File: src/rtl/mui_pkg.sv
package mui_pkg;

    // Fixed field widths of the block's channels.
    localparam int IDX_W      = 32;
    localparam int CNT_W      = IDX_W + 1;
    localparam int POS_W      = 7;
    localparam int SYM_W      = 5;
    localparam int MUT_W      = 4;
    localparam int STATUS_W   = 2;
    localparam int CFG_IDX_W  = 2;
    localparam int CFG_DATA_W = 7;

    // Defaults for the top-level parameters.
    localparam int DEF_MAX_LEN = 64;
    localparam int DEF_MAX_MUT = 8;

    // Register reset values.
    localparam logic [POS_W-1:0] RST_SEQ_LENGTH    = POS_W'(50);
    localparam logic [SYM_W-1:0] RST_SYMBOL_COUNT  = SYM_W'(2);
    localparam logic [MUT_W-1:0] RST_MAX_MUTATIONS = MUT_W'(4);

    // Saturation points of the counts.
    localparam logic [CNT_W-1:0] CNT_CAP = CNT_W'(1) << IDX_W;
    localparam logic [IDX_W-1:0] IDX_SAT = '1;

    // Register indexes of the configuration port.
    localparam logic [CFG_IDX_W-1:0] CFG_SEQ_LENGTH    = 2'd0;
    localparam logic [CFG_IDX_W-1:0] CFG_SYMBOL_COUNT  = 2'd1;
    localparam logic [CFG_IDX_W-1:0] CFG_MAX_MUTATIONS = 2'd2;

    typedef enum logic [STATUS_W-1:0] {
        ST_MUTATION    = 2'd0,
        ST_NO_MUTATION = 2'd1,
        ST_INVALID     = 2'd2
    } status_t;

    typedef enum logic [3:0] {
        S_INIT,
        S_IDLE,
        S_CHECK,
        S_RANGE_MUL,
        S_RANGE_ADD,
        S_SPLIT,
        S_SPLIT_WAIT,
        S_DIG,
        S_DIG_WAIT,
        S_POS_TEST,
        S_POS_CMP,
        S_POS_EMIT,
        S_EMIT_INV,
        S_EMIT_NONE
    } state_t;

    // Commands from the controller to the datapath.
    typedef struct packed {
        logic    init_step;
        logic    load;
        logic    rd_len;
        logic    range_mul;
        logic    range_add;
        logic    split_bypass;
        logic    div_start;
        logic    div_sel_digit;
        logic    split_take;
        logic    dig_take;
        logic    pos_setup;
        logic    pos_read;
        logic    pos_step;
        logic    emit;
        status_t emit_code;
    } ctrl_cmd_t;

    // Status from the datapath to the controller.
    typedef struct packed {
        logic init_last;
        logic idx_zero;
        logic idx_one;
        logic mm_zero;
        logic found;
        logic last_i;
        logic qk_sat;
        logic div_done;
        logic dig_last;
        logic p_lt_lact;
        logic comb_lt_cnt;
        logic mut_last;
        logic out_full;
    } ctrl_stat_t;

endpackage

File: src/rtl/mui_ctrl.sv
module mui_ctrl
    import mui_pkg::*;
(
    input  logic       clk,
    input  logic       rst_n,
    input  logic       req_valid,
    output logic       req_ready,
    output ctrl_cmd_t  cmd,
    input  ctrl_stat_t stat
);

    state_t state_reg, state_next;

    always_ff @(posedge clk or negedge rst_n)
    begin
        if (!rst_n)
        begin
            state_reg <= S_INIT;
        end
        else
        begin
            state_reg <= state_next;
        end
    end

    // Sequencing of one request.
    always_comb
    begin
        state_next    = state_reg;
        cmd           = '0;
        cmd.emit_code = ST_MUTATION;
        req_ready     = 1'b0;
        case (state_reg)
            S_INIT:
            begin
                cmd.init_step = 1'b1;
                if (stat.init_last)
                begin
                    state_next = S_IDLE;
                end
            end
            S_IDLE:
            begin
                req_ready = 1'b1;
                if (req_valid)
                begin
                    cmd.load   = 1'b1;
                    state_next = S_CHECK;
                end
            end
            S_CHECK:
            begin
                if (stat.idx_zero)
                begin
                    state_next = S_EMIT_INV;
                end
                else if (stat.idx_one)
                begin
                    state_next = S_EMIT_NONE;
                end
                else if (stat.mm_zero)
                begin
                    state_next = S_EMIT_INV;
                end
                else
                begin
                    cmd.rd_len = 1'b1;
                    state_next = S_RANGE_MUL;
                end
            end
            S_RANGE_MUL:
            begin
                cmd.range_mul = 1'b1;
                state_next    = S_RANGE_ADD;
            end
            S_RANGE_ADD:
            begin
                cmd.range_add = 1'b1;
                if (stat.found)
                begin
                    state_next = S_SPLIT;
                end
                else if (stat.last_i)
                begin
                    state_next = S_EMIT_INV;
                end
                else
                begin
                    state_next = S_RANGE_MUL;
                end
            end
            S_SPLIT:
            begin
                if (stat.qk_sat)
                begin
                    cmd.split_bypass = 1'b1;
                end
                else
                begin
                    cmd.div_start = 1'b1;
                end
                state_next = stat.qk_sat ? S_DIG : S_SPLIT_WAIT;
            end
            S_SPLIT_WAIT:
            begin
                if (stat.div_done)
                begin
                    cmd.split_take = 1'b1;
                    state_next     = S_DIG;
                end
            end
            S_DIG:
            begin
                cmd.div_start     = 1'b1;
                cmd.div_sel_digit = 1'b1;
                state_next        = S_DIG_WAIT;
            end
            S_DIG_WAIT:
            begin
                if (stat.div_done)
                begin
                    cmd.dig_take = 1'b1;
                    if (stat.dig_last)
                    begin
                        cmd.pos_setup = 1'b1;
                        state_next    = S_POS_TEST;
                    end
                    else
                    begin
                        state_next = S_DIG;
                    end
                end
            end
            S_POS_TEST:
            begin
                if (stat.p_lt_lact)
                begin
                    cmd.pos_read = 1'b1;
                    state_next   = S_POS_CMP;
                end
                else
                begin
                    state_next = S_POS_EMIT;
                end
            end
            S_POS_CMP:
            begin
                if (stat.comb_lt_cnt)
                begin
                    state_next = S_POS_EMIT;
                end
                else
                begin
                    cmd.pos_step = 1'b1;
                    state_next   = S_POS_TEST;
                end
            end
            S_POS_EMIT:
            begin
                if (!stat.out_full)
                begin
                    cmd.emit   = 1'b1;
                    state_next = stat.mut_last ? S_IDLE : S_POS_TEST;
                end
            end
            S_EMIT_INV:
            begin
                if (!stat.out_full)
                begin
                    cmd.emit      = 1'b1;
                    cmd.emit_code = ST_INVALID;
                    state_next    = S_IDLE;
                end
            end
            S_EMIT_NONE:
            begin
                if (!stat.out_full)
                begin
                    cmd.emit      = 1'b1;
                    cmd.emit_code = ST_NO_MUTATION;
                    state_next    = S_IDLE;
                end
            end
            default:
            begin
                state_next = S_IDLE;
            end
        endcase
    end

    // The divider only reports back while it is being waited on.
    a_div_wait: assert property (@(posedge clk) disable iff (!rst_n)
        stat.div_done |-> (state_reg == S_SPLIT_WAIT || state_reg == S_DIG_WAIT))
        else $error("divider result not expected");

    // A table compare always follows the read issued for it.
    a_cmp_after_read: assert property (@(posedge clk) disable iff (!rst_n)
        state_reg == S_POS_CMP |-> $past(state_reg) == S_POS_TEST)
        else $error("compare without table read");

    // The table is complete before any request is taken.
    a_init_first: assert property (@(posedge clk) disable iff (!rst_n)
        req_ready |-> state_reg == S_IDLE && !cmd.init_step)
        else $error("request taken during table build");

endmodule
File: config.mk
export PLATFORM = sky130hd
export DESIGN_NAME = mui_ctrl
export DESIGN_NICKNAME = d
export VERILOG_FILES = /design/src/rtl/mui_pkg.sv /design/src/rtl/mui_ctrl.sv
export SDC_FILE = /design/constraint.sdc
export NUM_CORES = 1
export LEC_CHECK = 0
export ABC_AREA = 1
export BUFFER_PORTS_ARGS = -buffer_cell sky130_fd_sc_hd__buf_4
export CAP_MARGIN = 15
export CORE_MARGIN = 4
export CORE_UTILIZATION = 43
export DETAILED_ROUTE_END_ITERATION = 10
export PLACE_DENSITY = 0.77
export SLEW_MARGIN = 25
export SYNTH_ARGS = -nofsm -noshare
export SYNTH_HDL_FRONTEND = slang
export SYNTH_SLANG_ARGS = --single-unit
File: constraint.sdc
create_clock -name clk -period 1.71 [get_ports clk]
set_input_delay 0.342 -clock clk [delete_from_list [all_inputs] [get_ports clk]]
set_output_delay 0.342 -clock clk [all_outputs]
set_load 0.02 [all_outputs]
# Word level (Yosys, flattened, before mapping)
# Cells that the tools add are included.
# op_classes
n_eq_ne	19
muxes	46
reduce_logical	3
# op_table
cell	n
2-to-1 mux 4 bit	13
case mux 4 bit (13 select lines)	1
equality test 4 bit, second input constant	6
2-to-1 mux 1 bit	24
equality test 4 x 3 -> 1 bit, second input constant	4
inequality test 2 bit, second input constant	6
equality test 4 x 2 -> 1 bit, second input constant	2
2-to-1 mux 2 bit	3
2-to-1 mux 3 bit	2
AND reduction 6 bit	1
equality test 4 x 1 -> 1 bit, second input constant	1
logical NOT 4 bit	1
case mux 2 bit (2 select lines)	1
case mux 1 bit (3 select lines)	1
case mux 1 bit (2 select lines)	1
OR reduction 2 bit	1
# word_totals
register_bits	4
inputBits	16
wordCells	69

# Longest topological paths before layout
# Gate-level depths: netlist of the first run.
# depth
word_depth	4
depth_mapped	10
ltp_nobuf	9

# Worst setup path after synthesis of the first run
# No wires, ideal clock.
# synth_path
path_kind	reg2out
from	reg state_reg[0]
to	out cmd[5] (netlist bit)
arrival_time_ps	1277
required_time_ps	1368
slack_ps	91
stages_incl_launch_ff	5
path_cell_list	dfrtp_1 buf_6 nor2_2 nand2_2 nor3_1
# synth_lines
item	line_no	source
start: declaration	mui_ctrl.sv:12	state_t state_reg, state_next;
start signal: assignment	mui_ctrl.sv:22	state_reg <= state_next;
end: declaration	mui_ctrl.sv:8	output ctrl_cmd_t cmd,

==> run metrics, run 1 <==
area of the multi-input gates 455 um^2; root buffer cell clkbuf_4; P_sw 0.000819 W; H-Tree Depth 1; Clock Pin Slew Worst Setup and Hold Paths 0.04 ns; CP required 1.37 ns; Finished Layout Cells 175; CP endpoint kind output port; DRC viols 0; Tmin final 1.65 ns; total CTS buffers 3; post-synthesis adder-cell area fraction 0%; Seq. cell area 105 um^2; Startpoint Class flip-flop; Synth Area in Compound Gates 4.02%; P per Cell Area 1510 nW/um^2; fmax 0.605 GHz; sequential share of power 19.5%; max_slew headroom 84.7%; Vias/cell 4.91; die span in y 46.1 um; area share of the largest cell type after synthesis 25.3%; max cap viols 0; Area Growth Syn to Fin 53.4%; hpwl dp 1.57 mm; Clock Sinks 4; layout net count 178; maximum vdd drop 0.797 mV; synthesized cell area 623 um^2; Post-Syn Area per Cell 5.07 um^2; Clock Latency Late Sink 0.24 ns; critical path arrival 1.31 ns; first-pass GRT wire length 3.17 mm; num rows 13; CTS tree yes; drt first pass iters 4; P_int 0.000623 W; antenna diode count 0; most frequent cells in the layout nand2_1, buf_4, nor2_1, inv_1, nand3_1; syn nets 139; I/O pins 33; Tot Pwr 0.00144 W; clk_skew 0.00659 ns; gr ovfl total 0; area of the die 2120 um^2; Clk network pwr share 8.4%; pin count of the biggest net entering global routing 10; initial antenna violation count 0; Total Wirelength 2.00 mm; gpl congestion 0.858; largest family of logic cells by synthesized area simple AND/OR/NAND/NOR gates; DRT antenna net count 0; Fillers 129; vias 859; Slew @ Worst Pin 0.230 ns; sw frac 56.8%; post-synthesis cell count 123; area of the core 1330 um^2; post-synthesis sequential area ratio 16.1%; outcome finished clean; multiplexer share of the synthesized area 0%; Simple-Gate Fraction of Synth Area 63.7%; most common cell after layout, fill and taps aside nand2_1; Final Hold Fails 0; synth unique cells 14; Synth Register Bits 4; DR iter-0 viols 17; Slew Limit Fails 0; unrepaired setup endpoints after global routing true; Comb pwr share 72.2%; period utilization 96.7%; Leak 0.592 nW; Hold WC Path Type in -> async; Initial Util 46.7%; die width 46.1 um; Clock Path Buffers 2; endpoints failing setup 0; final worst slack 0.0570 ns; Crit Path Class reg -> out; dpl cells 168; xor/xnor share of the synthesized area 0%; main area contributors after synthesis nand2_1, dfrtp_1, nor2_1, inv_1, nand3_1; critical-path maximum fanout 5; layout cells sized above 1 38.1%; Warnings, synthesis 0; pre-CTS WS 0.140 ns; global-route usage over all layers 20.1%; WL per Instance 11.4 um; number of flip-flops in the largest register 4; Yosys top cell by area nand2_1; I/O Buffers 32; vias in the first global route 781
-- cell families after synthesis --
kind of cell	after synthesis
flops	4
buf+inv	23
compound gates	5
simple gates	91
-- cells in the mapped netlist --
library cell	count
nand2_1	42
nor2_1	24
inv_1	19
nand3_1	12
nor3_1	5
a21oi_1	4
dfrtp_1	4
nor2_2	3
buf_6	2
inv_2	2
nand2_2	2
nor2_4	2
nand3_2	1
o21ai_0	1
-- routing by layer --
layer  share of wire, %  track usage [%]
met4                  0             3.41
met2                 50             34.9
met3                7.9             3.91
met1                 42             25.8
met5                  0                0
-- worst max-delay path, cell delays in order, from the launching register on --
cell and delay [ns]:
dfrtp_2 0.42, inv_2 0.09, nor2_4 0.17, nand2_1 0.11
a21oi_2 0.12, buf_4 0.15
-- path summary, 6_finish.rpt --
| check | startpoint | endpoint | slack [ns] | cells past startpoint |
|---|---|---|---|---|
| hold reg to reg | state_reg[3] | state_reg[3] | 0.60 | 2 |
| max in group asynchronous | rst_n | state_reg[0] | 1.15 | 2 |
| hold / removal | rst_n | state_reg[2] | 0.44 | 2 |
| setup / recovery | state_reg[3] | cmd[2] | 0.06 | 5 |
| setup reg to reg | state_reg[1] | state_reg[3] | 0.35 | 9 |
| min in group clk | stat[0] | state_reg[2] | 0.55 | 5 |
-- stage by stage --
step                hold WS [ns]  utilization (%)  area (um^2)  setup TNS (ns)
floorplan                 0.0464                -          623               0
global placement           0.139             64.4          860               0
detailed placement         0.139             64.4          860               0
CTS                        0.427             68.7          916               0
global route               0.444             71.7          956         -0.0210
finish                     0.439             71.7          956               0
-- layout make-up --
| cell class | count | share of cell area [%] |
|---|---|---|
| clock buffer | 3 | 2.36 |
| inverter | 21 | 8.51 |
| multi-input combinational | 96 | 47.6 |
| sequential | 4 | 11.0 |
| tap | 15 | 1.96 |
| timing repair buffer | 36 | 28.5 |
-- power by group through the flow --
| stage | Sequential [W] | Combinational, W | Clock (W) |
|---|---|---|---|
| finish | 0.000281 | 0.00104 | 0.000121 |
| global route | 0.000291 | 0.00115 | 0.000127 |
| CTS | 0.000261 | 0.000987 | 0.000123 |
| detailed placement | 0.000246 | 0.000949 | 0 |
| global placement | 0.000240 | 0.000941 | 0 |
| floorplan | 0.000180 | 0.000771 | 0 |
-- timing repair --
item,CTS,global route
hold buffers,1,0
setup endpoints to repair,8,10
cloned,0,0
buffers inserted,2,1
gates resized for setup,5,10
endpoints found under the hold margin,4,0
pin swaps,1,2
No activity file was read; power rests on OpenSTA's default activity.
==> inputs of run 2 (changes only) <==
--- a/config.mk
+++ b/config.mk
@@ -8,10 +8,11 @@
 export ABC_AREA = 1
 export BUFFER_PORTS_ARGS = -buffer_cell sky130_fd_sc_hd__buf_4
 export CAP_MARGIN = 15
-export CORE_MARGIN = 4
-export CORE_UTILIZATION = 43
+export CELL_PAD_IN_SITES_DETAIL_PLACEMENT = 1
+export CELL_PAD_IN_SITES_GLOBAL_PLACEMENT = 2
+export CORE_UTILIZATION = 19
 export DETAILED_ROUTE_END_ITERATION = 10
-export PLACE_DENSITY = 0.77
+export PLACE_DENSITY_LB_ADDON = 0.1
 export SLEW_MARGIN = 25
 export SYNTH_ARGS = -nofsm -noshare
 export SYNTH_HDL_FRONTEND = slang
==> run 2 against run 1 <==
  * Die area grew 66%
  * Sequential power shrank 12%
  * Final area grew 15%
  * Largest cell class unchanged
==> run metrics, run 2 (same netlist as run 1, synthesis figures left out) <==
outcome finished clean; Initial Util 20.2% (-26 points); I/O Buffers 32 (unchanged); P per Cell Area 1530 nW/um^2 (+1.5%); area of the die 3510 um^2 (+66%); worst setup path startpoint state_reg[0]; layout net count 188 (+5.6%); Crit Path Class reg -> out; Clk network pwr share 7.3% (-1.1 points); initial antenna violation count 0 (unchanged); Slew Limit Fails 0 (unchanged); Fillers 433 (+240%); die width 59.3 um (+29%); Final Hold Fails 0 (unchanged); endpoints failing setup 0 (unchanged); P_sw 0.000907 W (+11%); pin count of the biggest net entering global routing 10 (unchanged); DRC viols 0 (unchanged); gpl congestion 0.802 (-6.6%); FF-to-FF End state_reg[3]; most frequent cells in the layout buf_4, nand2_1, nor2_1, inv_1, nand3_1; Leak 0.648 nW (+9.4%); clk_skew 0.00135 ns (-0.00524 ns); num rows 20 (+7); die span in y 59.3 um (+29%); Placed Area 911 um^2 (+6.0%); hold_ws 0.430 ns (-0.00821 ns); FF-to-FF Start state_reg[3]; Hold WC Path Type in -> async; worst r2r path cells 11 (+2); most common cell after layout, fill and taps aside buf_4; root buffer cell clkbuf_4; first-pass GRT wire length 3.83 mm (+21%); P_int 0.000769 W (+23%); Total Wirelength 2.47 mm (+23%); Clock Sinks 4 (unchanged); WL per Instance 11.6 um (+0.92%); layout cells sized above 1 43.5% (+5.4 points); number of flip-flops in the largest register 4 (unchanged); Clock Pin Slew Worst Setup and Hold Paths 0.04 ns (about the same); Worst R2R Setup Slack 0.14 ns (-0.21 ns); max cap viols 0 (unchanged); period utilization 97.5% (+0.89 points); unrepaired setup endpoints after global routing true; max_slew headroom 86.5% (+1.8 points); TNS Setup 0 ns (unchanged); H-Tree Depth 1 (unchanged); hpwl dp 1.98 mm (+26%); DR iter-0 viols 9 (-8); Clock Path Buffers 2 (unchanged); Vias/cell 4.24 (-14%); gr ovfl total 0 (unchanged); fmax 0.599 GHz (-0.91%); critical-path maximum fanout 6 (+1); vias in the first global route 882 (+13%); area of the core 3080 um^2 (+130%); design area 1090 um^2 (+15%); CP required 1.37 ns (about the same); critical path arrival 1.33 ns (+0.02 ns); sw frac 54.1% (-2.7 points); Area Growth Syn to Fin 75.7%; Clock Latency Late Sink 0.24 ns (about the same); Startpoint Class flip-flop; maximum vdd drop 0.398 mV (-50%); DRT antenna net count 0 (unchanged); area of the multi-input gates 473 um^2 (+3.8%); Seq. cell area 105 um^2 (unchanged); drt first pass iters 4 (unchanged); Tmin final 1.67 ns (+0.0151 ns); total CTS buffers 3 (unchanged); antenna diode count 0 (unchanged); CTS tree yes; sequential share of power 14.8% (-4.7 points); CP endpoint kind output port; Slew @ Worst Pin 0.202 ns (-0.0275 ns); global-route usage over all layers 14.5% (-5.7 points); I/O pins 33 (unchanged); vias 907 (+5.6%); Comb pwr share 77.9% (+5.7 points)
==> run 2: power by group through the flow <==
stage                     combinational [W]  sequential (W)  clock [W]
after floorplan                    0.000771        0.000180          0
after global placement              0.00104        0.000242          0
after detailed placement            0.00104        0.000246          0
after CTS                           0.00112        0.000268   0.000125
after global routing                0.00146        0.000255   0.000135
final                               0.00131        0.000248   0.000122
==> run 2: metal layers <==
layer,share of wire (%),track usage (%)
met2,50,24.6
met4,0,1.02
met3,4.4,3.49
met5,0,0
met1,45,19.3
==> run 2: worst max-delay path, stage by stage, from the launching register on <==
cell	delay, ns
dfrtp_2	0.41
buf_12	0.14
nor2_4	0.17
nand2_2	0.10
nor3_2	0.10
buf_4	0.16
==> run 2: how the worst max path moves through the flow <==
stage             end  slack (ns)  depth (start not counted)
6_report       cmd[5]        0.04                          5
5_1_grt        cmd[2]       -0.02                          5
4_1_cts        cmd[0]       0.006                          4
3_5_place_dp   cmd[5]        0.16                          4
3_3_place_gp   cmd[5]        0.19                          4
2_1_floorplan  cmd[5]        0.09                          4
==> run 2: final cells by class <==
class	instances	area share, %
multi-input cells	96	43.2
inverters	21	7.43
flip-flops and latches	4	9.60
well taps	44	5.03
clock buffers	3	2.06
repair buffers	46	32.7
==> run 2: timing repair <==
item | 4_1_cts | 5_1_grt
setup buffers | 5 | 6
resized for setup | 6 | 14
hold endpoints to repair | 4 | 0
hold buffers | 1 | 0
pin swaps | 1 | 3
endpoints found under the setup margin | 9 | 11
==> run 2: stage by stage <==
step | cells | setup WS (ns) | util (%) | total power (W)
global placement | 199 | 0.192 | 29.6 | 0.00128
floorplan | 123 | 0.0909 | - | 0.000950
global route | 214 | -0.0247 | 35.6 | 0.00185
CTS | 208 | 0.00632 | 32.2 | 0.00151
finish | 214 | 0.0419 | 35.6 | 0.00168
detailed placement | 199 | 0.157 | 29.6 | 0.00129
==> inputs of run 3 (changes only) <==
--- a/config.mk
+++ b/config.mk
@@ -11,6 +11,7 @@
 export CELL_PAD_IN_SITES_DETAIL_PLACEMENT = 1
 export CELL_PAD_IN_SITES_GLOBAL_PLACEMENT = 2
 export CORE_UTILIZATION = 19
+export CTS_BUF_LIST = sky130_fd_sc_hd__clkbuf_16
 export DETAILED_ROUTE_END_ITERATION = 10
 export PLACE_DENSITY_LB_ADDON = 0.1
 export SLEW_MARGIN = 25
==> run 3 against run 2 <==
  * Non-clock buffer count down 6
  * Utilization down 1.3 points
  * Sequential share of layout area up 0.25 points
  * Worst hold slack better by 0.020 ns
  * Maximum frequency down 0.69%
  * Critical endpoint is now cmd[2]
  * Largest power group unchanged
  * Highest routed layer unchanged
==> run metrics, run 3 (same netlist as run 1, synthesis figures left out) <==
Worst R2R Setup Slack 0.26 ns (+0.12 ns); Slew @ Worst Pin 0.259 ns (+0.0569 ns); fmax 0.595 GHz (-0.69%); FF-to-FF Start state_reg[3]; layout net count 182 (-3.2%); I/O Buffers 32 (unchanged); dpl cells 199 (unchanged); gr ovfl total 0 (unchanged); P_sw 0.000859 W (-5.4%); CP endpoint kind output port; initial antenna violation count 0 (unchanged); CP max-delay cell dfrtp_1; I/O pins 33 (unchanged); most common cell after layout, fill and taps aside nand2_1; period utilization 98.2% (+0.68 points); max_slew headroom 82.6% (-3.8 points); DR iter-0 viols 13 (+4); gpl congestion 0.802 (unchanged); drt first pass iters 4 (unchanged); DRC viols 0 (unchanged); first-pass GRT wire length 3.86 mm (+0.91%); antenna diode count 0 (unchanged); num rows 20 (unchanged); number of flip-flops in the largest register 4 (unchanged); vias 877 (-3.3%); vias in the first global route 888 (+0.68%); root buffer cell clkbuf_16; Clock Latency Late Sink 0.22 ns (-0.02 ns); Initial Util 20.2% (unchanged); Fillers 419 (-3.2%); CP required 1.37 ns (about the same); clk_skew 0.00282 ns (+0.00147 ns); Seq. cell area 104 um^2 (-1.2%); worst r2r path cells 10 (-1); maximum vdd drop 0.558 mV (+40%); Clock Pin Slew Worst Setup and Hold Paths 0.03 ns (about the same); area of the die 3510 um^2 (unchanged); Leak 0.633 nW (-2.2%); critical path arrival 1.34 ns (about the same); DRT antenna net count 0 (unchanged); WL per Instance 11.2 um (-2.7%); most frequent cells in the layout nand2_1, buf_4, nor2_1, inv_1, nand3_1; Vias/cell 4.22 (-0.52%); Area Growth Syn to Fin 69.3%; Tmin final 1.68 ns (+0.0117 ns); FF-to-FF End state_reg[3]; P_int 0.000882 W (+15%); area of the multi-input gates 437 um^2 (-7.7%); Finished Layout Cells 208 (-2.8%); sequential share of power 15.4% (+0.6 points); die span in y 59.3 um (unchanged); max cap viols 0 (unchanged); Hold WC Path Type in -> async; Clk network pwr share 20.7% (+13 points); Crit Path Class reg -> out; Clock Path Buffers 2 (unchanged); total CTS buffers 3 (unchanged); pin count of the biggest net entering global routing 10 (unchanged); H-Tree Depth 1 (unchanged); CP cell instances inv_2 -> nor2_4 -> nand2_1 -> a21oi_1 -> buf_4; Worst path max stage delay 0.43 ns (+0.02 ns); global-route usage over all layers 14.6% (+0.18 points); critical-path maximum fanout 5 (-1); die width 59.3 um (unchanged); CTS tree yes; Slew Limit Fails 0 (unchanged); endpoints failing setup 0 (unchanged); area of the core 3080 um^2 (unchanged); layout cells sized above 1 35.4% (-8.2 points); Clock Sinks 4 (unchanged); outcome finished clean; P per Cell Area 1650 nW/um^2 (+7.8%); Final Hold Fails 0 (unchanged); hpwl dp 1.98 mm (unchanged); Tot Pwr 0.00174 W (+3.9%); Total Wirelength 2.34 mm (-5.5%); Startpoint Class flip-flop; unrepaired setup endpoints after global routing true; sw frac 49.3% (-4.8 points); Comb pwr share 63.9% (-14 points)
[run 3: changes by cell type in the layout (fill, tap and decap cells not counted), sizes merged]
cell / previous run / this run
buf: 45 / 39
[run 3: power by group through the flow]
| stage | Sequential (W) | Combinational, W | Clock (W) |
|---|---|---|---|
| floorplan | 0.000180 | 0.000771 | 0 |
| global placement | 0.000242 | 0.00104 | 0 |
| detailed placement | 0.000246 | 0.00104 | 0 |
| CTS | 0.000269 | 0.00111 | 0.000367 |
| global route | 0.000278 | 0.00126 | 0.000378 |
| finish | 0.000268 | 0.00111 | 0.000361 |
[run 3: cell type report]
cell class,count,area share (%)
clock buffers,3,7.12
repair buffers,40,28.7
flip-flops and latches,4,9.85
multi-input cells,96,41.4
well taps,44,5.22
inverters,21,7.71
[run 3: layer usage]
layer / vias up / track usage, % / part of all wire (%) / wire [um]
met5: - / 0 / 0 / 0
li1: 457 / - / - / -
met1: 394 / 19.5 / 47 / 1100
met2: 26 / 24.4 / 48 / 1120
met3: 0 / 3.49 / 4.7 / 110
met4: 0 / 2.04 / 0 / 0
[run 3: per-stage QoR]
step                      area (um^2)  setup TNS, ns  util (%)  setup WS (ns)  hold slack, ns
after CTS                        1040              0      33.7         0.0256           0.455
after floorplan                   623              0         -         0.0909          0.0464
final                            1050              0      34.3         0.0302           0.450
after detailed placement          911              0      29.6          0.157           0.141
after global placement            911              0      29.6          0.192           0.140
after global routing             1050         -0.309      34.3        -0.0870           0.471
[run 3: critical path: cells and delay by family, from the launching register on]
| kind | cells | cell delay (ns) |
|---|---|---|
| compound gates | 1 | 0.14 |
| simple gates | 2 | 0.28 |
| flops | 1 | 0.43 |
| buf+inv | 2 | 0.26 |
[run 3: how the worst max path moves through the flow]
| stage | start | end | slack, ns | depth (start not counted) |
|---|---|---|---|---|
| finish | state_reg[3] | cmd[2] | 0.03 | 5 |
| global route | state_reg[2] | cmd[7] | -0.09 | 5 |
| CTS | state_reg[3] | cmd[2] | 0.03 | 5 |
| detailed placement | state_reg[0] | cmd[5] | 0.16 | 4 |
| global placement | state_reg[0] | cmd[5] | 0.19 | 4 |
| floorplan | state_reg[0] | cmd[5] | 0.09 | 4 |
[run 3: timing repair]
item | in CTS | in global routing
buffers inserted | 4 | 1
pin swaps | 1 | 0
cloned | 0 | 0
hold endpoints to repair | 4 | 0
endpoints found under the setup margin | 9 | 8
gates resized for setup | 6 | 2
hold buffers | 1 | 0
